===== src/rtl/core/dssr_pkg.sv =====
// Shared types and constants for the dual servo speed ramp.
// Holds the configuration register struct, register indexes and reset values.
// No dependencies.
`timescale 1ns / 1ps

package dssr_pkg;

  // Configuration register indexes
  localparam int unsigned CfgIndexW = 3;
  localparam logic [CfgIndexW-1:0] CFG_STEP_SIZE     = 3'd0;
  localparam logic [CfgIndexW-1:0] CFG_RAMP_INTERVAL = 3'd1;
  localparam logic [CfgIndexW-1:0] CFG_SPEED_MIN     = 3'd2;
  localparam logic [CfgIndexW-1:0] CFG_SPEED_MAX     = 3'd3;
  localparam logic [CfgIndexW-1:0] CFG_DEADBAND_LOW  = 3'd4;
  localparam logic [CfgIndexW-1:0] CFG_DEADBAND_HIGH = 3'd5;
  localparam logic [CfgIndexW-1:0] CFG_NEUTRAL       = 3'd6;

  localparam int unsigned CfgDataW = 16;

  // Reset values
  localparam logic [4:0]  STEP_SIZE_RST     = 5'd5;
  localparam logic [15:0] RAMP_INTERVAL_RST = 16'd20;
  localparam logic [7:0]  SPEED_MIN_RST     = 8'd15;
  localparam logic [7:0]  SPEED_MAX_RST     = 8'd165;
  localparam logic [7:0]  DEADBAND_LOW_RST  = 8'd80;
  localparam logic [7:0]  DEADBAND_HIGH_RST = 8'd100;
  localparam logic [7:0]  NEUTRAL_RST       = 8'd90;
  localparam logic [7:0]  SPEED_RST         = 8'd90;

  // Live configuration as seen by the channel logic
  typedef struct packed {
    logic [4:0]  step_size;
    logic [15:0] ramp_interval_ms;
    logic [7:0]  speed_min;
    logic [7:0]  speed_max;
    logic [7:0]  deadband_low;
    logic [7:0]  deadband_high;
    logic [7:0]  neutral;
  } cfg_t;

endpackage


===== src/rtl/core/dssr_channel.sv =====
// One servo channel: near-target test, one ramp step with clamping, deadband mapping.
// Pure combinational; depends on dssr_pkg for cfg_t.
`timescale 1ns / 1ps

module dssr_channel
  import dssr_pkg::*;
(
  input  logic [7:0] cur,
  input  logic [7:0] target,
  input  cfg_t       cfg,
  input  logic       step_en,
  output logic       near,
  output logic [7:0] speed_next,
  output logic [7:0] drive
);

  logic [7:0]        diff_abs;
  logic [8:0]        sum;
  logic signed [9:0] v_ramp;
  logic signed [9:0] v_hi;
  logic signed [9:0] v_lo;

  // Within one of target
  assign diff_abs = (cur > target) ? (cur - target) : (target - cur);
  assign near     = (diff_abs[7:1] == 7'd0);

  assign sum = {1'b0, cur} + {4'b0, cfg.step_size};

  // Step toward target; an overshooting add is undone
  always_comb begin
    if (cur < target) begin
      v_ramp = (sum > {1'b0, target}) ? $signed({2'b00, cur}) : $signed({1'b0, sum});
    end else if (cur > target) begin
      v_ramp = $signed({2'b00, cur}) - $signed({5'b0, cfg.step_size});
    end else begin
      v_ramp = $signed({2'b00, cur});
    end
  end

  // Clamp to max first, then min (inverted limits end at min)
  always_comb begin
    v_hi = (v_ramp > $signed({2'b00, cfg.speed_max})) ? $signed({2'b00, cfg.speed_max})
                                                       : v_ramp;
    v_lo = (v_hi < $signed({2'b00, cfg.speed_min})) ? $signed({2'b00, cfg.speed_min})
                                                     : v_hi;
  end

  assign speed_next = step_en ? v_lo[7:0] : cur;

  // Deadband: inside the band, other than neutral itself, drive neutral
  assign drive = (speed_next <= cfg.deadband_low || speed_next >= cfg.deadband_high ||
                  speed_next == cfg.neutral) ? speed_next : cfg.neutral;

endmodule


===== src/rtl/core/dual_servo_speed_ramp.sv =====
// Top level of the dual servo speed ramp (slew-rate limiter).
// Depends on dssr_pkg and dssr_channel.
//
// Channel   Dir  Signals                              Payload
// s_axis    in   s_tvalid s_tready s_tdata[47:0]     target_left, target_right, time_ms
// m_axis    out  m_tvalid m_tready m_tdata[23:0]     drive_left, drive_right, stepped, at_target
// cfg       in   cfg_valid cfg_ready cfg_index cfg_data  register index, write value
//
// One item per cycle while the output is not stalled; each passes the input register, then the result register.
// Stored speeds and last step time update on the edge that loads the result register,
// so the next item in the input register sees them directly.
// rst (synchronous) restores registers, speeds (90) and last step time (0).
// An output stall holds the result; the input register takes one more item, then stalls.
`timescale 1ns / 1ps

module dual_servo_speed_ramp
  import dssr_pkg::*;
(
  input  logic                 clk,
  input  logic                 rst,
  input  logic                 s_tvalid,
  output logic                 s_tready,
  input  logic [47:0]          s_tdata,   // target_left[7:0], target_right[15:8], time_ms[47:16]
  output logic                 m_tvalid,
  input  logic                 m_tready,
  output logic [23:0]          m_tdata,   // drive_left[7:0], drive_right[15:8], stepped[16],
                                          // at_target[17], zero[23:18]
  input  logic                 cfg_valid,
  output logic                 cfg_ready,
  input  logic [CfgIndexW-1:0] cfg_index,
  input  logic [CfgDataW-1:0]  cfg_data
);

  cfg_t        cfg;
  logic        in_valid;
  logic [7:0]  in_tl;
  logic [7:0]  in_tr;
  logic [31:0] in_time;
  logic        advance;

  logic [7:0]  left_speed;
  logic [7:0]  right_speed;
  logic [31:0] last_step_time;

  logic        near_l;
  logic        near_r;
  logic        at;
  logic        step;
  logic [31:0] elapsed;
  logic [7:0]  left_speed_next;
  logic [7:0]  right_speed_next;
  logic [7:0]  drive_l;
  logic [7:0]  drive_r;

  logic        out_valid;
  logic [7:0]  out_drive_l;
  logic [7:0]  out_drive_r;
  logic        out_stepped;
  logic        out_at;

  // Configuration writes
  assign cfg_ready = 1'b1;

  always_ff @(posedge clk) begin
    if (rst) begin
      cfg.step_size        <= STEP_SIZE_RST;
      cfg.ramp_interval_ms <= RAMP_INTERVAL_RST;
      cfg.speed_min        <= SPEED_MIN_RST;
      cfg.speed_max        <= SPEED_MAX_RST;
      cfg.deadband_low     <= DEADBAND_LOW_RST;
      cfg.deadband_high    <= DEADBAND_HIGH_RST;
      cfg.neutral          <= NEUTRAL_RST;
    end else if (cfg_valid) begin
      unique case (cfg_index)
        CFG_STEP_SIZE:     cfg.step_size        <= cfg_data[4:0];
        CFG_RAMP_INTERVAL: cfg.ramp_interval_ms <= cfg_data;
        CFG_SPEED_MIN:     cfg.speed_min        <= cfg_data[7:0];
        CFG_SPEED_MAX:     cfg.speed_max        <= cfg_data[7:0];
        CFG_DEADBAND_LOW:  cfg.deadband_low     <= cfg_data[7:0];
        CFG_DEADBAND_HIGH: cfg.deadband_high    <= cfg_data[7:0];
        CFG_NEUTRAL:       cfg.neutral          <= cfg_data[7:0];
        default: ;
      endcase
    end
  end

  // Handshake: the input register moves on whenever the result register is free
  assign advance  = in_valid && (!out_valid || m_tready);
  assign s_tready = !in_valid || advance;

  always_ff @(posedge clk) begin
    if (rst) begin
      in_valid <= 1'b0;
    end else if (s_tready) begin
      in_valid <= s_tvalid;
    end
  end

  always_ff @(posedge clk) begin
    if (s_tready && s_tvalid) begin
      in_tl   <= s_tdata[7:0];
      in_tr   <= s_tdata[15:8];
      in_time <= s_tdata[47:16];
    end
  end

  // Step decision shared by both channels
  assign at      = near_l || near_r;
  assign elapsed = in_time - last_step_time;
  assign step    = (elapsed > {16'd0, cfg.ramp_interval_ms}) && !at;

  dssr_channel u_left (
    .cur        (left_speed),
    .target     (in_tl),
    .cfg        (cfg),
    .step_en    (step),
    .near       (near_l),
    .speed_next (left_speed_next),
    .drive      (drive_l)
  );

  dssr_channel u_right (
    .cur        (right_speed),
    .target     (in_tr),
    .cfg        (cfg),
    .step_en    (step),
    .near       (near_r),
    .speed_next (right_speed_next),
    .drive      (drive_r)
  );

  // Ramp state
  always_ff @(posedge clk) begin
    if (rst) begin
      left_speed     <= SPEED_RST;
      right_speed    <= SPEED_RST;
      last_step_time <= 32'd0;
    end else if (advance && step) begin
      left_speed     <= left_speed_next;
      right_speed    <= right_speed_next;
      last_step_time <= in_time;
    end
  end

  // Result register
  always_ff @(posedge clk) begin
    if (rst) begin
      out_valid <= 1'b0;
    end else if (advance) begin
      out_valid <= 1'b1;
    end else if (m_tready) begin
      out_valid <= 1'b0;
    end
  end

  always_ff @(posedge clk) begin
    if (advance) begin
      out_drive_l <= drive_l;
      out_drive_r <= drive_r;
      out_stepped <= step;
      out_at      <= at;
    end
  end

  assign m_tvalid = out_valid;
  assign m_tdata  = {6'd0, out_at, out_stepped, out_drive_r, out_drive_l};

endmodule


===== config.mk =====
export PLATFORM = sky130hd
export DESIGN_NAME = dual_servo_speed_ramp
export DESIGN_NICKNAME = d
export VERILOG_FILES = /design/src/rtl/core/dssr_pkg.sv /design/src/rtl/core/dssr_channel.sv /design/src/rtl/core/dual_servo_speed_ramp.sv
export SDC_FILE = /design/constraint.sdc
export NUM_CORES = 1
export LEC_CHECK = 0
export BUFFER_PORTS_ARGS = -buffer_cell sky130_fd_sc_hd__clkbuf_2
export CAP_MARGIN = 30
export CORE_MARGIN = 3
export CORE_UTILIZATION = 40
export DETAILED_ROUTE_END_ITERATION = 10
export PLACE_DENSITY = 0.55
export SLEW_MARGIN = 15
export SYNTH_ARGS = -nofsm -noshare
export SYNTH_HDL_FRONTEND = slang
export SYNTH_SLANG_ARGS = --single-unit
export TNS_END_PERCENT = 30

===== constraint.sdc =====
create_clock -name clk -period 10.21 [get_ports clk]
set_input_delay 0 -clock clk [delete_from_list [all_inputs] [get_ports clk]]
set_output_delay 0 -clock clk [all_outputs]
set_load 0.03 [all_outputs]

==> results.tsv, run 1 <==
metric	value	unit
run_status	finished clean	
antenna_cells	0	
critPathRequiredTime	10.41	ns
io_pins	99	
crit_fanout	11	
synth_seq_cells	177	
clkLatencyLatePin	0.46	ns
synthTopCellsByArea	dfxtp_1 16%, ha_1 16%, edfxtp_1 14%	
yosysWarnings	0	
placementRows	67	
cts_tree	yes	
die_w	191	µm
hp-class	in2reg	
synthMuxAreaShare	4.73	%
wire_per_inst	17.9	µm
synthCells	1631	
end_kind	flop	
async_flop_share	0	%
cp_num_buf_inv	3	
relSlewSlack	36.1	%
synth_simple_gate_area_share	16.9	%
synth_compound_gate_area_share	20.6	%
grt_max_degree	74	
ys.flop_type	dfxtp_1	
p_leak	0.00651	µW
first_iter_violations	808	
netlist_area	0.0137	mm²
gr-usage-all-layers	22.1	%
fin_skew	0.0102	ns
cp_top_family	compound AO/OA/AOI/OAI gates	
finalCriticalPeriod	9.39	ns
synth_edf_count	66	
whs	0.0156	ns
clock-sinks	177	
synth_top_family_by_area	compound AO/OA/AOI/OAI gates	
cp-start-kind	flop	
detail-route-antenna-nets	0	
cts_root_buf	clkbuf_16	
initial_utilization	40.7	%
slowest_stage	or4_1	
max_freq	106	MHz
place_congestion	0.933	
grt_pass1_vias	11544	
synthDistinctLibCells	84	
fillCellCount	3285	
synth_largest_area_cell	dfxtp_1	
synthXorXnorAreaFrac	3.27	%
slew_viol_final	0	
cap_violations	0	
route.detailed.drc	0	
coreArea	0.0336	mm²
cp_data_arrival_time	9.60	ns
crit_start	cfg[57]	
tns	0	ns
p_per_area	181	mW/mm²
portBuffers	91	
die_area	0.0365	mm²
clkTransAtPathRegs	0.08	ns
cts.path.max_buffers	2	
nNetsFinal	2025	
overflow	0	
setup_violations	0	
syn_to_final_growth	16.4	%
die_y	191	µm
vias_per_cell	5.40	
max_stage_delay	0.50	ns
yosys.area.top_type_share	16.2	%
drive_gt1_share	12.0	%
crit_type	reg2reg	
syn_area_per_cell	8.39	µm²
min-delay-start	cfg_index[0]	
grt_pass1_wl	63500	µm
tightest_slew	0.956	ns
yosysMostFrequentCell	nand2_1	
irDropWorstVdd	0.124	mV
reg2reg_from	cfg[57]	
wl	39900	µm
antenna_found_initial	0	
via_count	12051	
cts_buffers	17	
htree_levels	4	
finalHoldViolCount	0	
yosys.area_share.adder	17.3	%
yosysSeqAreaShare	30.7	%
grt_setup_unrepaired	false	
dpl.hpwl	31100	µm
period_share	92.0	%
synthTopCellsByCount	249 x nand2_1, 175 x ha_1, 159 x a21oi_1, 150 x inv_1, 111 x dfxtp_1	
first_pass_iters	5	
==> layer usage <==
metal  vias up  track usage (%)  wire length [µm]
met4         0             5.96               850
met1      5653             30.0             18600
met2       285             36.9             18900
li1       6071                -                 -
met3        42             3.36              1510
met5         -                0                 0
==> where the power goes <==
| group | internal, µW | switching, µW |
|---|---|---|
| registers | 803 | 42.5 |
| logic | 601 | 757 |
| clock network | 349 | 327 |
==> logic make-up (layout without fill, tap and decap cells) <==
kind of cell	Yosys count	in the layout
AO/OA/AOI/OAI	436	436
XOR/XNOR	51	51
adder cells (fa/ha/maj)	184	184
buffers and inverters	220	366
flip-flops	177	177
multiplexers	57	57
other	2	7
AND/OR/NAND/NOR	504	504
==> metrics by stage <==
step	setup WS (ns)	utilization, %	instances	total power (µW)	area [µm²]
floorplan	1.36	-	1636	1810	13700
global placement	0.706	43.2	2122	2140	14500
detailed placement	0.518	43.4	2124	2160	14600
CTS	0.490	47.2	2224	2860	15900
global route	0.0453	47.4	2230	3090	15900
finish	0.816	47.4	2230	2880	15900
==> worst paths after layout <==
| path | endpoint | slack (ns) | cells past startpoint |
|---|---|---|---|
| worst max-delay path | out_drive_l[3] | 0.82 | 43 |
| worst min-delay path | cfg[17] | 0.02 | 4 |
| worst max register to register | out_drive_l[3] | 0.82 | 43 |
| worst min register to register | last_step_time[14] | 0.45 | 2 |
==> registers in the layout, indices dropped and copies added, names as in the netlist <==
| name | cells |
|---|---|
| in_time | 32 |
| out_stepped | 1 |
| m_tvalid | 1 |
| in_valid | 1 |
| out_at | 1 |
| in_tl | 8 |
| in_tr | 8 |
| left_speed | 8 |
| out_drive_r | 8 |
| right_speed | 8 |
| out_drive_l | 8 |
| cfg | 61 |
| last_step_time | 32 |
==> area by class of cell <==
cell class              count  area (µm²)  area share (%)
flip-flops and latches    177        4200            26.4
multi-input cells        1239        8640            54.3
clock buffers              17         425            2.67
well taps                 448         561            3.52
inverters                 152         573            3.60
repair buffers            182        1350            8.48
clock inverters            15         169            1.06
==> placed cells by master (no fill, tap or decap), drive strengths merged, types with 25 or more instances in the layout <==
| cell | synthesis | final |
|---|---|---|
| inv | 152 | 160 |
| nand4 | 25 | 25 |
| o211ai | 39 | 39 |
| xor2 | 26 | 26 |
| clkbuf | 50 | 107 |
| nor2b | 31 | 31 |
| edfxtp | 66 | 66 |
| nand3 | 35 | 35 |
| dlygate4sd3 | 0 | 68 |
| nor2 | 82 | 82 |
| ha | 175 | 175 |
| dfxtp | 111 | 111 |
| nand2 | 250 | 250 |
| xnor2 | 25 | 25 |
| mux2 | 40 | 40 |
| a21oi | 161 | 161 |
| o21ai | 73 | 73 |
==> what timing repair did <==
item	CTS	global route
setup buffers	0	5
hold buffers	68	0
endpoints found under the hold margin	112	0
setup endpoints to repair	0	8
gates resized for setup	0	6
==> tightest hold or removal path: stages <==
cell      delay [ns]
clkbuf_2        0.18
nor3_1          0.12
nand2_1         0.07
a21oi_1         0.05
No activity file was read; power rests on OpenSTA's default activity.
==> inputs of run 2 (changes only) <==
==> constraint.sdc (replaced) <==
create_clock -name clk -period 10.21 [get_ports clk]
set_input_delay 2.042 -clock clk [delete_from_list [all_inputs] [get_ports clk]]
set_output_delay 2.042 -clock clk [all_outputs]
set_load 0.03 [all_outputs]
==> run 2 against run 1 <==
First-iteration DRC count down 5.4%; clock skew about the same; final area down 4.3%; hold slack better by 0.44 ns; critical path depth unchanged; via count down 2.1%; power down 0.68%; wire length down 1.3%; critical endpoint unchanged; non-clock buffer count down 68; clock-buffer cell count unchanged; cell count down 3.0%.
==> results.tsv, run 2 (same netlist as run 1, synthesis figures left out) <==
metric	value	unit	change
cts_tree	yes		unchanged
route.detailed.drc	0		unchanged
hp-class	reg2reg		was in2reg
htree_levels	4		unchanged
io_pins	99		unchanged
finalHoldViolCount	0		unchanged
cp_top_family	compound AO/OA/AOI/OAI gates		unchanged
via_count	11796		was 12,051
die_w	191	µm	unchanged
cts.path.max_buffers	2		unchanged
crit_fanout	11		unchanged
wl	39400	µm	was 39,900 µm
run_status	finished clean		unchanged
first_pass_iters	5		unchanged
slowest_stage	or4_1		unchanged
syn_to_final_growth	11.4	%	was 16.4%
grtUsageMet2	35.9	%	was 36.9%
layout_commonest_cell	nand2_1		unchanged
dpl-instance-area	0.0146	mm²	unchanged
tns	0	ns	unchanged
p_per_area	188	mW/mm²	was 181 mW/mm²
fin_skew	0.0103	ns	was 0.0102 ns
grt_use_met1	29.9	%	was 30.0%
setup_violations	0		unchanged
fin_area	0.0152	mm²	was 0.0159 mm²
power.internal	1740	µW	was 1750 µW
first_iter_violations	764		was 808
detail-route-antenna-nets	0		unchanged
p_sw	1120	µW	was 1130 µW
cp_data_arrival_time	9.61	ns	was 9.60 ns
coreArea	0.0336	mm²	unchanged
power_frac_clock	23.6	%	was 23.5%
cp_num_buf_inv	3		unchanged
grt_pass1_wl	62500	µm	was 63,500 µm
p_total	2860	µW	was 2880 µW
cts_root_buf	clkbuf_16		unchanged
overflow	0		unchanged
fin_util	45.4	%	was 47.4%
slew_viol_final	0		unchanged
met3_usage	3.36	%	unchanged
power_frac_comb	46.8	%	was 47.1%
most-common-layout-cells	248 x nand2_1, 175 x ha_1, 159 x a21oi_1		unchanged
nNetsFinal	1957		was 2,025
tightest_slew	0.923	ns	was 0.956 ns
grt_busiest_layer	met2		unchanged
die_y	191	µm	unchanged
clkLatencyLatePin	0.46	ns	about the same
place_congestion	0.933		unchanged
cp-start-kind	flop		unchanged
cts_buffers	17		unchanged
die_area	0.0365	mm²	unchanged
critPathRequiredTime	10.42	ns	was 10.41 ns
p_seq_share	29.6	%	was 29.4%
relSlewSlack	38.2	%	was 36.1%
vias_per_cell	5.46		was 5.40
portBuffers	91		unchanged
max_stage_delay	0.50	ns	about the same
top_register	cfg		unchanged
clock-sinks	177		unchanged
period_share	92.1	%	was 92.0%
wire_per_inst	18.2	µm	was 17.9 µm
crit_type	reg2reg		unchanged
end_kind	flop		unchanged
irDropWorstVdd	0.124	mV	about the same
dpl.hpwl	31100	µm	unchanged
grt_pass1_vias	11245		was 11,544
gr-usage-all-layers	21.8	%	was 22.1%
antenna_cells	0		unchanged
finalCriticalPeriod	9.40	ns	was 9.39 ns
p_leak	0.00622	µW	was 0.00651 µW
largest_reg_flops	61		unchanged
grt_max_degree	74		unchanged
p_sw_share	39.3	%	was 39.1%
reg_top3	cfg (61), in_time (32), last_step_time (32)		unchanged
clkTransAtPathRegs	0.08	ns	about the same
drive_gt1_share	12.4	%	was 12.0%
initial_utilization	40.7	%	unchanged
max_freq	106	MHz	about the same
cap_violations	0		unchanged
antenna_found_initial	0		unchanged
placementRows	67		unchanged
grt_setup_unrepaired	false		unchanged
run 2: cell types whose count changed in the layout (fill, tap and decap cells not counted):
cell	delta
dlygate4sd3_1	-68
run 2: worst reg2reg max path: cells and delay by family, from the launching register on:
kind	cells	cell delay, ns
compound gates	19	3.55
simple gates	11	1.83
buf+inv	3	0.38
mux	4	1.43
xor+xnor	1	0.16
fa+ha+maj	5	1.30
flops	1	0.49
run 2: power groups by stage:
| stage | combinational (µW) | clock [µW] | sequential [µW] |
|---|---|---|---|
| 5_1_grt | 1490 | 723 | 851 |
| 3_3_place_gp | 1280 | 0 | 862 |
| 6_report | 1340 | 676 | 846 |
| 2_1_floorplan | 934 | 0 | 880 |
| 4_1_cts | 1300 | 694 | 846 |
| 3_5_place_dp | 1300 | 0 | 862 |
run 2: layout make-up:
cell class                      count  area (µm²)
Clock buffer                       17         425
Fill cell                        3354       18400
Tap cell                          448         561
Inverter                          152         573
Clock inverter                     15         169
Multi-Input combinational cell   1239        8640
Timing Repair Buffer              114         671
Sequential cell                   177        4200
run 2: final timing paths:
path / endpoint / startpoint / slack (ns) / cells after the start
worst max-delay path: out_drive_l[3] / cfg[57] / 0.81 / 43
worst min-delay path: last_step_time[14] / last_step_time[14] / 0.45 / 2
worst max register to register: out_drive_l[3] / cfg[57] / 0.81 / 43
worst min register to register: last_step_time[14] / last_step_time[14] / 0.45 / 2
run 2: layer usage:
| metal | part of all wire [%] | up-vias |
|---|---|---|
| met3 | 3.8 | 38 |
| met4 | 2.1 | 0 |
| met5 | 0 | - |
| met2 | 47 | 296 |
| met1 | 47 | 5526 |
| li1 | - | 5936 |
run 2: metrics by stage:
step                      setup WS, ns  std cells  hold slack (ns)
after floorplan                   1.36       1636            0.436
after global placement           0.706       2122            0.442
after detailed placement         0.518       2124            0.447
after CTS                        0.490       2156            0.457
after global routing            0.0453       2162            0.474
final                            0.809       2162            0.454
run 2: timing repair:
action | in CTS | in global routing
buffers inserted | 0 | 5
hold buffers | 0 | 0
resized for setup | 0 | 6
setup endpoints to repair | 0 | 8
